### config.mk
export PLATFORM = sky130hd
export DESIGN_NAME = serial_line_editor_with_echo_queue
export DESIGN_NICKNAME = d
export VERILOG_FILES = /design/src/rtl/sle_pkg.sv /design/src/rtl/sle_line.sv /design/src/rtl/sle_queue.sv /design/src/rtl/serial_line_editor_with_echo_queue.sv
export SDC_FILE = /design/constraint.sdc
export NUM_CORES = 1
export LEC_CHECK = 0
export ABC_AREA = 1
export ABC_CLOCK_PERIOD_IN_PS = 5900
export BUFFER_PORTS_ARGS = -buffer_cell sky130_fd_sc_hd__buf_2
export CAP_MARGIN = 20
export CORE_UTILIZATION = 42
export CTS_CLUSTER_DIAMETER = 50
export CTS_CLUSTER_SIZE = 14
export DETAILED_ROUTE_END_ITERATION = 8
export PLACE_DENSITY_LB_ADDON = 0.05
export SLEW_MARGIN = 15
export SYNTH_ARGS = -nofsm -noshare
export SYNTH_HDL_FRONTEND = slang
export SYNTH_SLANG_ARGS = --single-unit
export TNS_END_PERCENT = 10
### constraint.sdc
create_clock -name clock -period 5.9 [get_ports clock]
set_input_delay 1.475 -clock clock [delete_from_list [all_inputs] [get_ports clock]]
set_output_delay 1.475 -clock clock [all_outputs]
set_load 0.02 [all_outputs]
### src/rtl/sle_pkg.sv
// Shared types and constants for the serial line editor with echo queue.
package sle_pkg;

   localparam logic [1:0] KIND_RX       = 2'd0;
   localparam logic [1:0] KIND_TX_READY = 2'd1;
   localparam logic [1:0] KIND_HOST     = 2'd2;
   localparam logic [1:0] KIND_READ     = 2'd3;

   localparam logic [7:0] CH_LOWER = 8'h20;
   localparam logic [7:0] CH_CR    = 8'h0D;
   localparam logic [7:0] CH_LF    = 8'h0A;
   localparam logic [7:0] CH_BS    = 8'h08;
   localparam logic [7:0] CH_SPACE = 8'h20;
   localparam logic [7:0] CH_NUL   = 8'h00;

   localparam int REQ_DATA_W = 16;
   localparam int REQ_USER_W = 2;
   localparam int RSP_DATA_W = 24;
   localparam int RSP_USER_W = 2;

   // up to three bytes queued by one request
   typedef struct packed {
      logic [1:0] count;
      logic [7:0] b0;
      logic [7:0] b1;
      logic [7:0] b2;
   } enq_type;

   typedef struct packed {
      logic       line_done;
      logic [4:0] line_length;
      logic [7:0] read_char;
   } line_res_type;

   typedef struct packed {
      logic       send_valid;
      logic [7:0] send_byte;
      logic       queue_full;
      logic       sender_busy;
   } queue_res_type;

endpackage

### src/rtl/sle_line.sv
// Line editor: line store memory, line position and echo byte selection.
module sle_line import sle_pkg::*; #(
   parameter int LINE_DEPTH = 32
) (
   input  logic         clock,
   input  logic         reset,
   input  logic         take,
   input  logic [1:0]   kind,
   input  logic [7:0]   data,
   input  logic [4:0]   read_index,
   output enq_type      echo,
   output line_res_type res
);

   localparam int LW = $clog2(LINE_DEPTH);
   localparam logic [LW-1:0] LAST_POS = LW'(LINE_DEPTH - 1);
   localparam logic [LW+4:0] DEPTH_X  = (LW+5)'(LINE_DEPTH);

   logic [7:0]    line_mem [LINE_DEPTH];
   logic [7:0]    mem_q_ff;
   logic [LW-1:0] pos_ff, pos_in;
   logic          done_ff;
   logic [4:0]    length_ff;
   logic          rd_zero_ff;

   logic [7:0]    ch, low;
   logic          is_cr, is_bs, is_pr, room;
   logic          mem_we;
   logic [7:0]    mem_wdata;
   logic [LW+4:0] ridx_x, pos_x;
   logic          in_range;

   assign ch       = {1'b0, data[6:0]};
   assign low      = ch | CH_LOWER;
   assign is_cr    = (kind == KIND_RX) && (ch == CH_CR);
   assign is_bs    = (kind == KIND_RX) && (ch == CH_BS) && (pos_ff != '0);
   assign is_pr    = (kind == KIND_RX) && (ch >= CH_SPACE);
   assign room     = pos_ff < LAST_POS;
   assign ridx_x   = (LW+5)'(read_index);
   assign pos_x    = (LW+5)'(pos_ff);
   assign in_range = ridx_x < DEPTH_X;

   always_comb begin
      pos_in    = pos_ff;
      mem_we    = 1'b0;
      mem_wdata = CH_NUL;
      echo      = '{count: 2'd0, b0: CH_CR, b1: CH_LF, b2: CH_BS};
      if (is_cr) begin
         pos_in     = '0;
         mem_we     = take;
         echo.count = 2'd2;
      end else if (is_bs) begin
         pos_in = pos_ff - 1'b1;
         echo   = '{count: 2'd3, b0: CH_BS, b1: CH_SPACE, b2: CH_BS};
      end else if (is_pr && room) begin
         pos_in     = pos_ff + 1'b1;
         mem_we     = take;
         mem_wdata  = low;
         echo.count = 2'd1;
         echo.b0    = low;
      end
   end

   always_ff @(posedge clock) begin
      if (mem_we) begin
         line_mem[pos_ff] <= mem_wdata;
      end
      if (take && kind == KIND_READ) begin
         mem_q_ff <= line_mem[ridx_x[LW-1:0]];
      end
   end

   always_ff @(posedge clock) begin
      if (reset) begin
         pos_ff <= '0;
      end else if (take) begin
         pos_ff <= pos_in;
      end
   end

   always_ff @(posedge clock) begin
      if (take) begin
         done_ff    <= is_cr;
         length_ff  <= is_cr ? pos_x[4:0] : 5'd0;
         rd_zero_ff <= (kind != KIND_READ) || !in_range;
      end
   end

   assign res.line_done   = done_ff;
   assign res.line_length = length_ff;
   assign res.read_char   = rd_zero_ff ? CH_NUL : mem_q_ff;

endmodule

### src/rtl/sle_queue.sv
// Send ring queue: queue memory, pointers, sender flag and write drain buffer.
module sle_queue import sle_pkg::*; #(
   parameter int QUEUE_DEPTH = 64
) (
   input  logic          clock,
   input  logic          reset,
   input  logic          take,
   input  logic [1:0]    kind,
   input  logic [7:0]    data,
   input  enq_type       echo,
   output logic          wr_pending,
   output queue_res_type res
);

   localparam int QW = $clog2(QUEUE_DEPTH);
   localparam logic [QW-1:0] LAST    = QW'(QUEUE_DEPTH - 1);
   localparam logic [QW:0]   DEPTH_X = (QW+1)'(QUEUE_DEPTH);

   logic [7:0]    queue_mem [QUEUE_DEPTH];
   logic [7:0]    mem_q_ff;
   logic [QW-1:0] wr_ff, wr_in, rd_ff, rd_in;
   logic          full_ff, full_in, sending_ff, sending_in;
   logic [1:0]    pend_cnt_ff, pend_cnt_in;
   logic [7:0]    pend_b0_ff, pend_b1_ff;
   logic [QW-1:0] pend_addr_ff, pend_addr_in;
   logic          send_ff, from_mem_ff;
   logic [7:0]    fwd_ff;
   logic          full_out_ff, busy_out_ff;

   enq_type       enq;
   logic [QW:0]   rd_x, wr_x, space, n_x, wr_sum;
   logic [1:0]    k;
   logic [QW-1:0] wr_new, rd_inc, wr_inc, pend_inc;
   logic          full_enq, busy_enq, kick, step, nonempty, send;
   logic          mem_we;
   logic [QW-1:0] mem_waddr;
   logic [7:0]    mem_wdata;

   always_comb begin
      enq = echo;
      if (kind == KIND_HOST) begin
         enq.count = 2'd1;
         enq.b0    = data;
      end else if (kind != KIND_RX) begin
         enq.count = 2'd0;
      end
   end

   assign rd_x = (QW+1)'(rd_ff);
   assign wr_x = (QW+1)'(wr_ff);
   assign n_x  = (QW+1)'(enq.count);

   always_comb begin
      if (full_ff) begin
         space = '0;
      end else if (rd_ff == wr_ff) begin
         space = DEPTH_X;
      end else if (rd_ff > wr_ff) begin
         space = rd_x - wr_x;
      end else begin
         space = rd_x + DEPTH_X - wr_x;
      end
   end

   assign k        = (space < n_x) ? space[1:0] : enq.count;
   assign wr_sum   = wr_x + (QW+1)'(k);
   assign wr_new   = (wr_sum >= DEPTH_X) ? QW'(wr_sum - DEPTH_X) : wr_sum[QW-1:0];
   assign rd_inc   = (rd_ff == LAST) ? '0 : rd_ff + 1'b1;
   assign wr_inc   = (wr_ff == LAST) ? '0 : wr_ff + 1'b1;
   assign pend_inc = (pend_addr_ff == LAST) ? '0 : pend_addr_ff + 1'b1;

   assign full_enq = full_ff || ((k != 2'd0) && (wr_new == rd_ff));
   assign busy_enq = sending_ff || (k != 2'd0);
   assign kick     = !sending_ff && (k != 2'd0);
   assign step     = (kind == KIND_TX_READY) || kick;
   assign nonempty = (rd_ff != wr_new) || full_enq;
   assign send     = step && nonempty;

   always_comb begin
      wr_in        = wr_ff;
      rd_in        = rd_ff;
      full_in      = full_ff;
      sending_in   = sending_ff;
      pend_cnt_in  = pend_cnt_ff;
      pend_addr_in = pend_addr_ff;
      mem_we       = 1'b0;
      mem_waddr    = pend_addr_ff;
      mem_wdata    = pend_b0_ff;
      if (take) begin
         wr_in        = wr_new;
         rd_in        = send ? rd_inc : rd_ff;
         full_in      = send ? 1'b0 : full_enq;
         sending_in   = (step && !nonempty) ? 1'b0 : busy_enq;
         pend_cnt_in  = (k == 2'd0) ? 2'd0 : k - 1'b1;
         pend_addr_in = wr_inc;
         mem_we       = k != 2'd0;
         mem_waddr    = wr_ff;
         mem_wdata    = enq.b0;
      end else if (pend_cnt_ff != 2'd0) begin
         pend_cnt_in  = pend_cnt_ff - 1'b1;
         pend_addr_in = pend_inc;
         mem_we       = 1'b1;
      end
   end

   always_ff @(posedge clock) begin
      if (mem_we) begin
         queue_mem[mem_waddr] <= mem_wdata;
      end
      if (take && kind == KIND_TX_READY) begin
         mem_q_ff <= queue_mem[rd_ff];
      end
   end

   always_ff @(posedge clock) begin
      if (reset) begin
         wr_ff       <= '0;
         rd_ff       <= '0;
         full_ff     <= 1'b0;
         sending_ff  <= 1'b0;
         pend_cnt_ff <= 2'd0;
      end else begin
         wr_ff       <= wr_in;
         rd_ff       <= rd_in;
         full_ff     <= full_in;
         sending_ff  <= sending_in;
         pend_cnt_ff <= pend_cnt_in;
      end
   end

   always_ff @(posedge clock) begin
      pend_addr_ff <= pend_addr_in;
      if (take) begin
         pend_b0_ff  <= enq.b1;
         pend_b1_ff  <= enq.b2;
         send_ff     <= send;
         from_mem_ff <= kind == KIND_TX_READY;
         fwd_ff      <= enq.b0;
         full_out_ff <= full_in;
         busy_out_ff <= sending_in;
      end else if (pend_cnt_ff != 2'd0) begin
         pend_b0_ff <= pend_b1_ff;
      end
   end

   assign wr_pending      = pend_cnt_ff != 2'd0;
   assign res.send_valid  = send_ff;
   assign res.send_byte   = !send_ff ? CH_NUL : (from_mem_ff ? mem_q_ff : fwd_ff);
   assign res.queue_full  = full_out_ff;
   assign res.sender_busy = busy_out_ff;

endmodule

### src/rtl/serial_line_editor_with_echo_queue.sv
// Top level: request intake, line editor, send queue and response register.
// Results are registered in the line editor and queue, then in the response register.
// Throughput: 1 request per cycle while the response path moves; a request queuing more
// than one byte closes the intake until its later bytes pass the single queue write port.
// Reset: synchronous, clears line position, queue pointers, flags and valids;
// memories keep their contents and need no clearing.
module serial_line_editor_with_echo_queue import sle_pkg::*; #(
   parameter int LINE_DEPTH  = 32,
   parameter int QUEUE_DEPTH = 64
) (
   input  logic                  clock,
   input  logic                  reset,
   input  logic                  req_tvalid,
   output logic                  req_tready,
   input  logic [REQ_DATA_W-1:0] req_tdata,  // data[7:0], read_index[12:8]
   input  logic [REQ_USER_W-1:0] req_tuser,  // kind[1:0]
   output logic                  rsp_tvalid,
   input  logic                  rsp_tready,
   // send_byte[7:0], line_length[12:8], read_char[20:13], queue_full[21],
   // sender_busy[22]
   output logic [RSP_DATA_W-1:0] rsp_tdata,
   output logic [RSP_USER_W-1:0] rsp_tuser   // send_valid[0], line_done[1]
);

   logic                  take;
   logic                  s1_valid_ff, out_valid_ff;
   logic                  s1_move;
   logic                  wr_pending;
   enq_type               echo;
   line_res_type          line_res;
   queue_res_type         queue_res;
   logic [RSP_DATA_W-1:0] out_data_ff;
   logic [RSP_USER_W-1:0] out_user_ff;

   assign s1_move    = !out_valid_ff || rsp_tready;
   assign req_tready = !reset && !wr_pending && (!s1_valid_ff || s1_move);
   assign take       = req_tvalid && req_tready;

   sle_line #(.LINE_DEPTH(LINE_DEPTH)) u_line (
      .clock      (clock),
      .reset      (reset),
      .take       (take),
      .kind       (req_tuser),
      .data       (req_tdata[7:0]),
      .read_index (req_tdata[12:8]),
      .echo       (echo),
      .res        (line_res)
   );

   sle_queue #(.QUEUE_DEPTH(QUEUE_DEPTH)) u_queue (
      .clock      (clock),
      .reset      (reset),
      .take       (take),
      .kind       (req_tuser),
      .data       (req_tdata[7:0]),
      .echo       (echo),
      .wr_pending (wr_pending),
      .res        (queue_res)
   );

   always_ff @(posedge clock) begin
      if (reset) begin
         s1_valid_ff  <= 1'b0;
         out_valid_ff <= 1'b0;
      end else begin
         if (take) begin
            s1_valid_ff <= 1'b1;
         end else if (s1_move) begin
            s1_valid_ff <= 1'b0;
         end
         if (s1_move) begin
            out_valid_ff <= s1_valid_ff;
         end
      end
   end

   always_ff @(posedge clock) begin
      if (s1_move && s1_valid_ff) begin
         out_data_ff <= {1'b0, queue_res.sender_busy, queue_res.queue_full,
                         line_res.read_char, line_res.line_length,
                         queue_res.send_byte};
         out_user_ff <= {line_res.line_done, queue_res.send_valid};
      end
   end

   assign rsp_tvalid = out_valid_ff;
   assign rsp_tdata  = out_data_ff;
   assign rsp_tuser  = out_user_ff;

endmodule

==> results by group, run 1 <==
Route
  – Vias: approximately 22000
  – Routed len/inst: roughly 23 um
  – Number of DRC markers after the initial detailed-route iteration: roughly 1700
  – Remaining routing DRC violations: 0
  – Routed Wire Length: roughly 90 mm
  – Antenna Violating Nets Remaining: 0
  – Routed via count divided by cell count: 5.60
  – Pre-antenna DRT Iters: 5

Yosys
  – Mapped cell area: about 0.034 mm2
  – Synth Flop Type: edfxtp_1
  – Count of different cell masters after synthesis: 45
  – Number of enable flip-flop cells after synthesis: 803
  – Share of the yosys chip area belonging to registers: 72.3%
  – Post-synthesis async set-or-reset flop share: 0%
  – Post-synthesis average cell area: around 12 um2
  – Synth Warn #: 0
  – Post-Synthesis Cells: ~2700
  – Flip-flop and latch count after synthesis: around 830

STA
  – Aggregate negative setup slack: 0 ns
  – Final worst clock skew: approximately 0.017 ns
  – Worst slew margin: about a quarter
  – Highest Clock Rate: approximately 190 MHz
  – Ratio of final minimum period to clock period: 89.1%
  – Unrepaired setup endpoints after global routing: false
  – Final period demand of the worst path: 5.26 ns
  – Final number of hold-violating endpoints: 0
  – Finish-stage setup viols: 0
  – Measured slew at the worst slew-check pin: 1.11 ns
  – Final-report max-slew violation count: 0
  – Worst hold slack: between 0.4 and 0.5 ns

CTS
  – Number of buffers created by CTS: 96
  – Worst-Skew Late Latency: approximately 0.64 ns
  – Count of buffers added by post-CTS timing repair for setup: 0
  – Number of resized instances in the post-cts repair step: 0
  – TritonCTS clock tree: built
  – Clock-pin transition on the worst setup and hold timing paths: around 0.060 ns
  – H-tree depth: 3
  – Number of buffers on the longest clock path: 3
  – Post-CTS Hold Buffers: 0
  – CTS Sinks: between 800 and 900
  – Clock root buffer: clkbuf_16

Power
  – Peak supply drop: ~350 uV
  – Leak Pwr: ~13 nW
  – Total power density per cell area: ~400 mW/mm2

Finish
  – # nets final: roughly 2900
  – End-of-flow core utilization: 49.2%
  – Fraction of final layout cells sized beyond drive strength 1: about 14%
  – Area growth from synthesis to layout: 15.1%
  – Non-filler instance count after layout: 3946
  – Filler instances: between 6000 and 7000
  – Number of antenna diodes: 0

Critical path
  – Critical Path Sink: u_queue.busy_out_ff
  – Maximum net fanout on the critical path: 9
  – Setup Crit Path Kind: reg2reg
  – R2R cell count: 35
  – First element of the critical path: u_queue.wr_ff[2]
  – Reg-to-reg endpoint: u_queue.busy_out_ff
  – Data arrival time of the critical path: about 5.7 ns
  – Critical path launch point type: register
  – Cell with the most instances on the worst path: inv_1
  – R2r startpoint: u_queue.wr_ff[2]
  – CP delay by family, top: simple AND/OR/NAND/NOR gates
  – Number of gates on the worst path with buffers counted: 35
  – Crit path capture type: register
  – Crit path max-delay cell type: ha_1
  – Number of buffer and inverter stages on the critical path: 9
  – R2R setup slack: about 0.64 ns
  – CP required: between 6 and 7 ns
  – Delay of the slowest critical-path stage: approximately 0.48 ns

Placement
  – Placed Cells: ~3800
  – # port buffers: between 40 and 50
  – Post-detailed-placement half-perimeter wirelength: roughly 56 mm
  – Final GP Congestion: around 0.83

Global route
  – Initial antenna violation count: 1
  – Global route total overflow: 0
  – Tot GR Track Use: a little under a quarter
  – Wire length of the first global-routing pass: between 100 and 150 mm
  – Pin count of the biggest net entering global routing: between 100 and 150
  – Via count of the first global-routing pass: 21400

Job
  – Max-cap violation count: 0

Floorplanning
  – Core box area: roughly 0.08 mm2
  – Ports placed on the boundary: 50
  – Die extent in x: between 200 and 300 um
  – Placement row count: about 100
  – Effective utilization at floorplan: roughly 43%
  – Area of the die: slightly above 0.08 mm2
  – Chip height: approximately 290 um

Min path
  – Startpoint of the tightest hold check path: u_line.length_ff[3]
  – Hold/Removal Path Class: reg2reg

Status
  – Outcome: complete, no violations
-- metrics by stage --
stage               total power [mW]  cell area [um2]  worst slack, ns
global route                    16.5            39200            0.115
global placement                9.89            35900            0.281
CTS                             16.0            39100            0.629
detailed placement              9.94            35900            0.208
finish                          15.9            39200            0.643
floorplan                       8.88            34000            0.178
-- power breakdown --
part	internal [mW]	switching [mW]	total, mW
clock network	3.57	2.49	6.07
registers	6.94	0.118	7.05
logic	0.706	2.07	2.77
-- Yosys cell counts, types with 2 or more instances --
| library cell | instances | share of area (%) |
|---|---|---|
| nor3_2 | 3 | 0.088 |
| clkinv_1 | 4 | 0.044 |
| or2_2 | 8 | 0.15 |
| nand3_1 | 92 | 1.4 |
| buf_4 | 4 | 0.088 |
| nand2_1 | 175 | 1.9 |
| edfxtp_1 | 803 | 71 |
| o21ai_0 | 405 | 6.0 |
| o221ai_1 | 96 | 2.5 |
| a21oi_2 | 2 | 0.052 |
| buf_1 | 8 | 0.088 |
| nor2_1 | 567 | 6.3 |
| clkbuf_1 | 139 | 1.5 |
| nor3_1 | 10 | 0.15 |
| o22ai_1 | 89 | 1.6 |
| a221o_1 | 6 | 0.18 |
| a21oi_1 | 36 | 0.53 |
| nand2_4 | 8 | 0.26 |
| nand3_4 | 7 | 0.36 |
| xor2_1 | 18 | 0.46 |
| o211ai_1 | 15 | 0.33 |
| fa_1 | 4 | 0.24 |
| o21ai_1 | 2 | 0.029 |
| nand4_1 | 17 | 0.31 |
| inv_2 | 6 | 0.066 |
| a31oi_1 | 24 | 0.44 |
| inv_1 | 97 | 1.1 |
| nand3b_1 | 2 | 0.044 |
| xnor2_1 | 3 | 0.077 |
| nor2_2 | 2 | 0.037 |
| nand3_2 | 3 | 0.088 |
| buf_2 | 11 | 0.16 |
| ha_1 | 17 | 0.63 |
| dfxtp_1 | 23 | 1.4 |
| a32oi_1 | 6 | 0.15 |
| nand2_2 | 10 | 0.18 |
-- metal layers --
layer	vias to the layer above	share of wire, %	GRT usage (%)
li1	10300	-	-
met1	11100	45	31.7
met2	623	47	35.5
met3	156	6.0	4.43
met4	2	2.8	6.97
met5	-	0.016	0
-- registers in the layout (all words and copies together) (netlist names), 2 cells and up --
register and flops:
u_queue.queue_mem 512, u_line.line_mem 224, rsp_tdata 22, u_queue.fwd_ff 8, u_queue.mem_q_ff 8, u_line.mem_q_ff 7
u_queue.pend_addr_ff 6, u_queue.rd_ff 6, u_queue.wr_ff 6, u_line.length_ff 5, u_line.pos_ff 5, u_queue.pend_b0_ff 3
rsp_tuser 2, u_queue.pend_cnt_ff 2
-- cell type report --
class | instances | area, um2 | area share, %
clock inverter | 63 | 713 | 1.82
tap | 1050 | 1310 | 3.36
sequential | 826 | 24600 | 62.8
inverter | 107 | 408 | 1.04
multi-input combinational | 1637 | 8470 | 21.6
timing repair buffer | 154 | 1100 | 2.82
clock buffer | 109 | 2560 | 6.53
-- worst min path at each step --
stage,end,depth (start not counted)
after floorplan,rsp_tdata[10],0
after global placement,rsp_tdata[22],0
after detailed placement,rsp_tdata[11],0
after CTS,rsp_tdata[11],0
after global routing,rsp_tdata[8],0
final,rsp_tdata[11],0
-- layout by cell type, fill, tap and decap left out, types with 10 or more instances in the layout --
cell type / instances
inv_6: 16
clkinvlp_4: 10
buf_2: 44
buf_4: 106
edfxtp_1: 803
dfxtp_1: 20
nand2_1: 172
o22ai_1: 89
o221ai_1: 96
o21ai_0: 405
a31oi_1: 24
a21oi_1: 33
clkinv_4: 12
nor2_1: 560
nand2_2: 13
clkbuf_16: 101
inv_1: 93
xor2_1: 18
o211ai_1: 15
ha_1: 17
nand4_1: 17
nand3_1: 92
-- cell families (layout without fill, tap and decap cells) --
group           Yosys count  after routing  share of synthesized area (%)
compound gates          686            686                           11.9
simple gates            907            907                           11.4
fa+ha+maj                21             21                          0.861
other cells               1              2                         0.0110
flops                   826            826                           72.3
xor+xnor                 21             21                          0.541
buf+inv                 269            433                           3.05
(Power assumes the default switching activity.)
==> run 2, diff against run 1 <==
Settings changed: SYNTH_HIERARCHICAL set to 1.
==> results by group, run 2 <==
Yosys
  – Mapped cell area: 0.0350 mm2 (+2.8%)
  – Library cell with the highest instance count after synthesis: edfxtp_1
  – Cells taking the most area after synthesis: edfxtp_1, nor2_1, nand2_1, o21ai_0, nand3_1
  – Number of enable flip-flop cells after synthesis: 817 (+1.7%)
  – Share of the yosys chip area belonging to registers: 71.5% (-0.77 points)
  – Post-Synthesis Cells: 2926 (+7.1%)
  – Synth top cells by count: edfxtp_1, nor2_1, nand2_1
  – Top-area cell type share of the netlist area: 70.2% (-0.74 points)
  – Flip-flop and latch count after synthesis: 840 (+1.7%)
  – Post-synthesis async set-or-reset flop share: 0% (unchanged)
  – Synth Warn #: 6 (+6)
  – Count of different cell masters after synthesis: 49 (+8.9%)
  – Synth Flop Type: edfxtp_1
  – Cell accounting for the most synthesized area: edfxtp_1
  – Post-synthesis average cell area: 12.0 um2 (-4.0%)

Power
  – Overall Power: 16.7 mW (+4.8%)
  – Peak supply drop: 277 uV (-20%)
  – Leak Pwr: 13.9 nW (+7.4%)
  – Total power density per cell area: 416 mW/mm2 (+2.4%)

STA
  – Final number of hold-violating endpoints: 0 (unchanged)
  – Final worst clock skew: 0.0188 ns (+0.00215 ns)
  – Final-report max-slew violation count: 0 (unchanged)
  – Measured slew at the worst slew-check pin: 1.02 ns (-0.0879 ns)
  – Ratio of final minimum period to clock period: 88.6% (-0.52 points)
  – Highest Clock Rate: 191 MHz (+0.58%)
  – Worst slew margin: 31.7% (+6.6 points)
  – Unrepaired setup endpoints after global routing: false
  – Finish-stage setup viols: 0 (unchanged)
  – Aggregate negative setup slack: 0 ns (unchanged)
  – Final period demand of the worst path: 5.23 ns (-0.0304 ns)

Critical path
  – Setup Crit Path Kind: reg2reg
  – Delay of the slowest critical-path stage: 0.50 ns (+0.02 ns)
  – Crit path max-delay cell type: fa_1
  – Data arrival time of the critical path: 5.79 ns (+0.14 ns)
  – Cell with the most instances on the worst path: nand2_1
  – Maximum net fanout on the critical path: 8 (-1)
  – CP required: 6.46 ns (+0.17 ns)
  – Critical path launch point type: register
  – Crit path capture type: register

CTS
  – Worst-Skew Late Latency: 0.65 ns (about the same)
  – CTS Sinks: 840 (+1.7%)
  – Number of buffers created by CTS: 100 (+4.2%)
  – Number of buffers on the longest clock path: 3 (unchanged)
  – TritonCTS clock tree: built
  – Number of resized instances in the post-cts repair step: 0 (unchanged)
  – Post-CTS Hold Buffers: 0 (unchanged)
  – Clock-pin transition on the worst setup and hold timing paths: 0.06 ns (about the same)
  – Clock root buffer: clkbuf_16
  – Count of buffers added by post-CTS timing repair for setup: 0 (unchanged)
  – H-tree depth: 3 (unchanged)

Global route
  – Initial antenna violation count: 1 (unchanged)
  – Wire length of the first global-routing pass: 143 mm (+3.3%)
  – Global route total overflow: 0 (unchanged)
  – Pin count of the biggest net entering global routing: 186 (+28%)
  – Via count of the first global-routing pass: 22400 (+4.6%)
  – Tot GR Track Use: 22.5% (-0.13 points)

Finish
  – Flip-flop count of the largest register, all copies and words added: 512 (unchanged)
  – Fraction of final layout cells sized beyond drive strength 1: 12.1% (-1.5 points)
  – Largest register by flop count: u_queue/queue_mem
  – Commonest non-fill, non-tap cell in the layout: edfxtp_1
  – Non-filler instance count after layout: 4140 (+4.9%)
  – # nets final: 3029 (+5.7%)
  – Number of antenna diodes: 0 (unchanged)
  – Commonest non-fill, non-tap cells in the layout: edfxtp_1, nand2_1, nor2_1
  – Area growth from synthesis to layout: 14.6%
  – End-of-flow core utilization: 48.7% (-0.50 points)

Status
  – Outcome: complete, no violations

Floorplanning
  – Core box area: 0.0822 mm2 (+3.4%)
  – Placement row count: 105 (+1.9%)
  – Chip height: 291 um (+1.4%)
  – Effective utilization at floorplan: 42.5% (-0.26 points)
  – Die extent in x: 291 um (+1.4%)
  – Ports placed on the boundary: 50 (unchanged)
  – Area of the die: 0.0844 mm2 (+2.8%)

Route
  – Pre-antenna DRT Iters: 7 (+2)
  – Routed Wire Length: 95.0 mm (+2.5%)
  – Number of DRC markers after the initial detailed-route iteration: 1561 (-6.9%)
  – Antenna Violating Nets Remaining: 0 (unchanged)
  – Routed via count divided by cell count: 5.46 (-2.6%)
  – Routed len/inst: 23.0 um (-2.3%)
  – Remaining routing DRC violations: 0 (unchanged)
  – Vias: 22600 (+2.2%)

Placement
  – Post-detailed-placement half-perimeter wirelength: 57.1 mm (+1.5%)
  – Placed Cells: 3953 (+4.8%)
  – Final GP Congestion: 0.841 (+1.4%)
  – # port buffers: 45 (+2.3%)

Min path
  – Hold/Removal Path Class: reg2reg

Job
  – Max-cap violation count: 0 (unchanged)
run 2: cell types whose count changed after synthesis, sizes merged, moves of 10 or more:
cell	change
nand2	+273
edfxtp	+14
nand3	+127
a21oi	+36
o21ai	-109
clkbuf	-11
o221ai	-45
nor2	-112
nand4	+11
buf	+41
o22ai	-10
run 2: routing by layer:
metal | vias up | track usage (%) | share of wire, %
met2 | 508 | 39.5 | 51
li1 | 10700 | - | -
met5 | - | 0 | 0.014
met4 | 2 | 7.07 | 2.8
met1 | 11200 | 28.8 | 42
met3 | 151 | 3.02 | 4.0
run 2: kinds of logic after synthesis:
kind of cell | share of synthesized area, %
compound gates | 9.21
simple gates | 14.4
fa+ha+maj | 0.837
other cells | 0.0322
buf+inv | 3.59
xor+xnor | 0.426
flops | 71.5
run 2: path summary, 6_finish.rpt:
path | end | depth (start not counted) | slack, ns | from
min reg2reg | rsp_tdata[11] | 0 | 0.42 | u_line/length_ff[3]
min | rsp_tdata[11] | 0 | 0.42 | u_line/length_ff[3]
max | u_queue/rd_ff[2] | 26 | 0.67 | u_queue/wr_ff[2]
max reg2reg | u_queue/rd_ff[2] | 26 | 0.67 | u_queue/wr_ff[2]
run 2: final cells by class:
cell class	instances	area, um2
Fill cell	7213	42200
Sequential cell	840	25000
Multi-Input combinational cell	1807	8920
Clock buffer	109	2570
Tap cell	1070	1340
Timing Repair Buffer	137	996
Clock inverter	77	872
Inverter	100	383
run 2: where the power goes:
part           total, mW  switching [mW]  internal (mW)
Combinational       2.89            2.22          0.670
Sequential          7.49           0.108           7.38
Clock               6.28            2.60           3.67
Total               16.7            4.94           11.7
run 2: stage by stage:
step | cell area [um2] | hold slack [ns] | worst slack, ns
floorplan | 35100 | 0.400 | 0.00343
global placement | 36600 | 0.405 | 0.249
detailed placement | 36600 | 0.411 | 0.175
CTS | 40100 | 0.426 | 0.670
global route | 40100 | 0.429 | 0.216
finish | 40100 | 0.423 | 0.673
run 2: worst max-delay path: cells and delay by family, from the launching register on:
| kind | cells | cell delay, ns |
|---|---|---|
| buffers and inverters | 4 | 0.46 |
| adders and majority gates | 4 | 1.44 |
| and+or+nand+nor | 12 | 1.52 |
| DFF | 1 | 0.48 |
| AOI/OAI and AO/OA | 6 | 1.23 |
